## src/design/bba_pkg.sv

```systemverilog
// Shared types, codes and constants for the bitmap block allocator.
`timescale 1ns / 1ps
`default_nettype none

package bba_pkg;

    localparam int WORD_BITS = 64;
    localparam int BIT_W     = 6;
    localparam int BLOCK_W   = 13;

    localparam logic OP_ALLOC    = 1'b0;
    localparam logic OP_FREE     = 1'b1;
    localparam logic STATUS_OK   = 1'b0;
    localparam logic STATUS_FULL = 1'b1;

    typedef logic [WORD_BITS-1:0] word_t;

    // address register operations
    typedef logic [2:0] addr_op_t;
    localparam addr_op_t ADDR_HOLD = 3'd0;
    localparam addr_op_t ADDR_ZERO = 3'd1;
    localparam addr_op_t ADDR_REQ  = 3'd2;
    localparam addr_op_t ADDR_TAIL = 3'd3;
    localparam addr_op_t ADDR_INC  = 3'd4;

    // bitmap write data select
    typedef logic [2:0] wr_sel_t;
    localparam wr_sel_t WR_CLEAR = 3'd0;
    localparam wr_sel_t WR_FREE  = 3'd1;
    localparam wr_sel_t WR_MARK0 = 3'd2;
    localparam wr_sel_t WR_TAIL  = 3'd3;
    localparam wr_sel_t WR_HIT   = 3'd4;

    // pending result kinds
    typedef logic [1:0] pend_kind_t;
    localparam pend_kind_t PEND_ZERO = 2'd0;
    localparam pend_kind_t PEND_HIT  = 2'd1;
    localparam pend_kind_t PEND_FULL = 2'd2;

    typedef struct packed {
        logic       req_load;
        addr_op_t   addr_op;
        logic       rd_en;
        logic       wr_en;
        wr_sel_t    wr_sel;
        logic       pend_load;
        pend_kind_t pend_kind;
        logic       out_load;
    } bba_cmd_t;

    typedef struct packed {
        logic req_op;
        logic req_in_range;
        logic addr_last;
        logic chk_last;
        logic word_full;
        logic bit0_set;
        logic has_tail;
        logic out_free;
    } bba_sts_t;

endpackage

`default_nettype wire

```

## src/design/bba_ctrl.sv

```systemverilog
// Controller state machine: clear sweep, free read-modify-write, marking and scan.
`timescale 1ns / 1ps
`default_nettype none

module bba_ctrl
    import bba_pkg::*;
(
    input  wire logic     aclk,
    input  wire logic     aresetn,
    input  wire logic     s_valid,
    output logic          s_ready,
    input  wire bba_sts_t sts,
    output bba_cmd_t      cmd
);

    localparam logic [3:0] ST_CLEAR   = 4'd0;
    localparam logic [3:0] ST_IDLE    = 4'd1;
    localparam logic [3:0] ST_DECODE  = 4'd2;
    localparam logic [3:0] ST_F_RD    = 4'd3;
    localparam logic [3:0] ST_F_WR    = 4'd4;
    localparam logic [3:0] ST_A_RD0   = 4'd5;
    localparam logic [3:0] ST_A_CHK0  = 4'd6;
    localparam logic [3:0] ST_M_RD    = 4'd7;
    localparam logic [3:0] ST_M_WR    = 4'd8;
    localparam logic [3:0] ST_S_FIRST = 4'd9;
    localparam logic [3:0] ST_S_CHK   = 4'd10;
    localparam logic [3:0] ST_RESULT  = 4'd11;

    logic [3:0] state_reg, state_next;

    always_comb begin
        state_next = state_reg;
        s_ready    = 1'b0;
        cmd        = '0;
        cmd.addr_op   = ADDR_HOLD;
        cmd.wr_sel    = WR_CLEAR;
        cmd.pend_kind = PEND_ZERO;
        case (state_reg)
            ST_CLEAR: begin
                cmd.wr_en  = 1'b1;
                cmd.wr_sel = WR_CLEAR;
                if (sts.addr_last) begin
                    cmd.addr_op = ADDR_ZERO;
                    state_next  = ST_IDLE;
                end else begin
                    cmd.addr_op = ADDR_INC;
                end
            end
            ST_IDLE: begin
                s_ready = 1'b1;
                if (s_valid) begin
                    cmd.req_load = 1'b1;
                    state_next   = ST_DECODE;
                end
            end
            ST_DECODE: begin
                if (sts.req_op == OP_ALLOC) begin
                    cmd.addr_op = ADDR_ZERO;
                    state_next  = ST_A_RD0;
                end else if (sts.req_in_range) begin
                    cmd.addr_op = ADDR_REQ;
                    state_next  = ST_F_RD;
                end else begin
                    cmd.pend_load = 1'b1;
                    cmd.pend_kind = PEND_ZERO;
                    state_next    = ST_RESULT;
                end
            end
            ST_F_RD: begin
                cmd.rd_en  = 1'b1;
                state_next = ST_F_WR;
            end
            ST_F_WR: begin
                cmd.wr_en     = 1'b1;
                cmd.wr_sel    = WR_FREE;
                cmd.pend_load = 1'b1;
                cmd.pend_kind = PEND_ZERO;
                state_next    = ST_RESULT;
            end
            ST_A_RD0: begin
                cmd.rd_en  = 1'b1;
                state_next = ST_A_CHK0;
            end
            ST_A_CHK0: begin
                if (sts.bit0_set) begin
                    cmd.addr_op = ADDR_ZERO;
                    state_next  = ST_S_FIRST;
                end else begin
                    // block 0 was free: re-mark block 0, then the tail words
                    cmd.wr_en  = 1'b1;
                    cmd.wr_sel = WR_MARK0;
                    if (sts.has_tail) begin
                        cmd.addr_op = ADDR_TAIL;
                        state_next  = ST_M_RD;
                    end else begin
                        cmd.addr_op = ADDR_ZERO;
                        state_next  = ST_S_FIRST;
                    end
                end
            end
            ST_M_RD: begin
                cmd.rd_en  = 1'b1;
                state_next = ST_M_WR;
            end
            ST_M_WR: begin
                cmd.wr_en  = 1'b1;
                cmd.wr_sel = WR_TAIL;
                if (sts.addr_last) begin
                    cmd.addr_op = ADDR_ZERO;
                    state_next  = ST_S_FIRST;
                end else begin
                    cmd.addr_op = ADDR_INC;
                    state_next  = ST_M_RD;
                end
            end
            ST_S_FIRST: begin
                cmd.rd_en   = 1'b1;
                cmd.addr_op = ADDR_INC;
                state_next  = ST_S_CHK;
            end
            ST_S_CHK: begin
                // reads run one word ahead of the check
                if (!sts.word_full) begin
                    cmd.wr_en     = 1'b1;
                    cmd.wr_sel    = WR_HIT;
                    cmd.pend_load = 1'b1;
                    cmd.pend_kind = PEND_HIT;
                    state_next    = ST_RESULT;
                end else if (sts.chk_last) begin
                    cmd.pend_load = 1'b1;
                    cmd.pend_kind = PEND_FULL;
                    state_next    = ST_RESULT;
                end else begin
                    cmd.rd_en   = 1'b1;
                    cmd.addr_op = ADDR_INC;
                end
            end
            ST_RESULT: begin
                if (sts.out_free) begin
                    cmd.out_load = 1'b1;
                    state_next   = ST_IDLE;
                end
            end
            default: begin
                state_next = ST_IDLE;
            end
        endcase
    end

    always_ff @(posedge aclk) begin
        if (!aresetn) begin
            state_reg <= ST_CLEAR;
        end else begin
            state_reg <= state_next;
        end
    end

endmodule

`default_nettype wire

```

## config.mk

```make
export PLATFORM = sky130hd
export DESIGN_NAME = bba_ctrl
export DESIGN_NICKNAME = d
export VERILOG_FILES = /design/src/design/bba_pkg.sv /design/src/design/bba_ctrl.sv
export SDC_FILE = /design/constraint.sdc
export NUM_CORES = 1
export LEC_CHECK = 0
export BUFFER_PORTS_ARGS = -buffer_cell sky130_fd_sc_hd__buf_2
export CAP_MARGIN = 40
export CORE_AREA = 4 4 41 43
export DETAILED_ROUTE_END_ITERATION = 10
export DIE_AREA = 0 0 45 47
export PLACE_DENSITY = 0.73
export SETUP_SLACK_MARGIN = 0.4
export SLEW_MARGIN = 15
export SYNTH_ARGS = -nofsm -noshare
export SYNTH_HDL_FRONTEND = slang
export SYNTH_SLANG_ARGS = --single-unit
```

## constraint.sdc

```tcl
create_clock -name aclk -period 3.2 [get_ports aclk]
set_input_delay 0.64 -clock aclk [delete_from_list [all_inputs] [get_ports aclk]]
set_output_delay 0.64 -clock aclk [all_outputs]
set_load 0.01 [all_outputs]
```

==> Word-level counts from Yosys, hierarchy flattened <==
Cells that the tools add are included.
{ "totals": {"register_bits": 4, "inputBits": 11, "out_inout_bits": 14, "wordCells": 53} }
{ "op_classes": {"n_eq_ne": 15, "mux": 33, "n_reduce_logical": 4} }
{ "ops": {"columns": ["op", "count"], "rows": [
  ["$mux 4", 14],
  ["$pmux 4 s12", 1],
  ["$pmux 4 s5", 1],
  ["$eq 4x3->1 const B", 4],
  ["$eq 4x4->1 const B", 4],
  ["$mux 3", 5],
  ["$pmux 3 s5", 1],
  ["$pmux 3 s3", 1],
  ["$eq 4x2->1 const B", 2],
  ["$mux 2", 4],
  ["$ne 2x2->1 const B", 3],
  ["$mux 1", 5],
  ["$eq 4x1->1 const B", 1],
  ["$logic_not 4->1", 1],
  ["$reduce_and 4->1", 1],
  ["$reduce_or 4->1", 1],
  ["$ne 3x3->1 const B", 1],
  ["$pmux 1 s2", 1],
  ["$reduce_or 2->1", 1]
]} }

==> Longest topological paths before layout <==
{ "logic_depth": {"depth_word": 3, "mapped_depth": 6, "mapped_depth_nobuf": 4} }

==> Worst setup path before layout <==
No wires, ideal clock.
{ "synth_path": {"kind": "input to output", "startpoint": "input sts[2] in the netlist's numbering", "endpoint": "output cmd[10] in the netlist's numbering", "arrival_time_ps": 1279, "required_time_ps": 2560, "setup_slack_ps": 1281, "stages": 3, "path_buffers": 0, "path_cell_list": "nand2b_1 nor4_1 o21bai_1"} }
{ "synth_rtl": {"columns": ["element", "line", "text"], "rows": [
  ["start, declared", "bba_ctrl.sv:12", "input wire bba_sts_t sts,"],
  ["end, declared", "bba_ctrl.sv:13", "output bba_cmd_t cmd"]
]} }

==> out/qor.yml <==
placeableCoreArea_mm2: 0.00130
mostFrequentLayoutCells: "buf_2, a21oi_1, nor2_1, nor3_1, o21ai_0"
slew_violations: 0
final_common_cell: "buf_2"
hold_class: "in -> reg"
drt-wirelength-per-cell_um: 12.9
timing.fmax_mhz: 402
numClockSinks: 4
p_per_area_mw_per_mm2: 351
grt.met2_usage_pct: 27.1
finalSetupTns_ns: 0
ys_seq_area_share_pct: 14.1
ys_seq_elements: 4
path_max_fanout: 18
place_area_um2: 673
clk_pin_slew_ns: 0.04
syn_inst: 89
syn-num-nets: 100
cts_made_buffers: 3
track_usage_pct: 17.1
netlist_area_um2: 569
clock-root-buffer: "clkbuf_4"
timing.final.crit_period_ns: 2.49
power_uw: 244
worstSkewPairLatency_ns: 0.24
antenna_cells: 0
cts_resized: 0
antenna_found_initial: 0
synth_cell_type_count: 32
ys.warnings.count: 0
leakagePower_nw: 0.306
layout-drive-gt1-share_pct: 28.2
hpwl_um: 1220
die_area_mm2: 0.00212
fp.dieH_um: 47
setup_ws_ns: 0.711
stdcell_area_um2: 696
use_met3_pct: 2.30
cts_setup_buffers: 0
post-route-period-util_pct: 77.8
regArea_um2: 80.1
grt_start_max_net_pins: 26
gp_congestion: 0.835
io_buffers: 24
detail-route-antenna-nets: 0
syn_to_final_growth_pct: 22.2
vdd_ir_drop_max_v: 0.000173
drt_wl_total_um: 1620
holdBufCountCts: 0
grt_pass1_vias: 596
cp.required_ns: 2.56
multi_input_area_um2: 439
busiest_layer: "met2"
die_width_um: 45
largest_reg_flops: 4
routed_via_density: 5.74
tightest_slew_ns: 0.720
worst-setup-path-type: "reg -> out"
post-place-ws_ns: 0.946
setup_violations: 0
grt_setup_unrepaired: "false"
start_util_pct: 43.8
skew_ns: 0.00361
cap_violations: 0
via_count: 718
drt_iter0_drc: 23
cts_tree: "done"
avgSynthCellArea_um2: 6.40
nets: 123
cts_buffer_depth: 2
overflow: 0
rows: 13
ioPinCount: 25
nFillCells: 152
max_slew_margin_pct: 52.0
htreeDepth: 1
status: "finished, final reports clean"
grt_use_met1_pct: 23.2
critPathLaunchType: "register"
drc: 0
critPathCaptureType: "primary output"
detailedRoute.firstPassIterationCount: 4
arrival_ns: 1.85
grt_pass1_wl_um: 2640
hold_violations: 0
logic make-up (layout without fill, tap and decap cells):
kind of cell | count (synthesis) | count (layout) | synth area share, %
AND/OR/NAND/NOR | 43 | 43 | 41.1
AO/OA/AOI/OAI | 30 | 30 | 32.5
buffers and inverters | 10 | 31 | 8.79
flip-flops | 4 | 4 | 14.1
XOR/XNOR | 1 | 1 | 1.54
multiplexers | 1 | 1 | 1.98
path summary, 6_finish.rpt:
kind	from	end	slack, ns	cells past startpoint
min reg2reg	state_reg[3]	state_reg[2]	0.85	2
max reg2reg	state_reg[0]	state_reg[3]	1.42	4
max	state_reg[1]	cmd[10]	0.71	4
min	aresetn	state_reg[3]	0.67	2
power by group:
part	switching [mW]	internal (mW)
clock	0.0205	0.0419
sequential	0.0253	0.0555
combinational	0.0532	0.0478
total	0.0991	0.145
worst max-delay path, stage by stage (launching register included):
cell	delay (ns)
dfxtp_1	0.66
nand2b_1	0.21
nor4_1	0.42
o21bai_1	0.17
buf_2	0.14
per-layer routing:
layer / up-vias / wire (um)
li1: 370 / -
met2: 25 / 769
met5: - / 0
met3: 2 / 108
met4: 0 / 8
met1: 321 / 731
synthesized netlist by cell type:
cell	number	area, um^2
dfxtp_1	4	80.1
nand2b_1	5	31.3
nand2_1	5	18.8
nand2b_2	1	8.76
a31o_2	1	8.76
nor3b_1	2	15.0
inv_1	4	15.0
o31a_1	3	26.3
buf_4	2	15.0
nand3b_1	1	7.51
a21oi_1	12	60.1
and3_1	3	18.8
nor4_1	1	6.26
o21bai_1	1	7.51
nand3_1	2	10.0
buf_2	4	20.0
a21o_1	1	7.51
a21oi_2	1	8.76
and2_1	1	6.26
or3b_1	1	8.76
nor2b_1	1	6.26
a2111oi_0	1	8.76
nor3_1	7	35.0
mux2_2	1	11.3
xnor2_1	1	8.76
a211oi_1	3	22.5
nand4_1	1	6.26
o21ai_0	6	30.0
nor2_1	10	37.5
nor4bb_1	1	10.0
o21ai_1	1	5.00
or2b_1	1	7.51
through the flow:
stage / hold slack, ns / util, % / instances
global route: 0.672 / 53.5 / 125
floorplan: 0.656 / - / 89
detailed placement: 0.834 / 51.7 / 122
CTS: 0.666 / 53.5 / 125
global placement: 0.828 / 51.7 / 122
finish: 0.674 / 53.5 / 125
cell type report:
cell class	instances	area share, %
sequential	4	11.5
clock buffer	3	3.24
inverter	4	2.16
timing repair buffer	24	17.3
tap	15	2.70
multi-input combinational	75	63.1
Note: power is estimated with default switching activity, not from simulation.
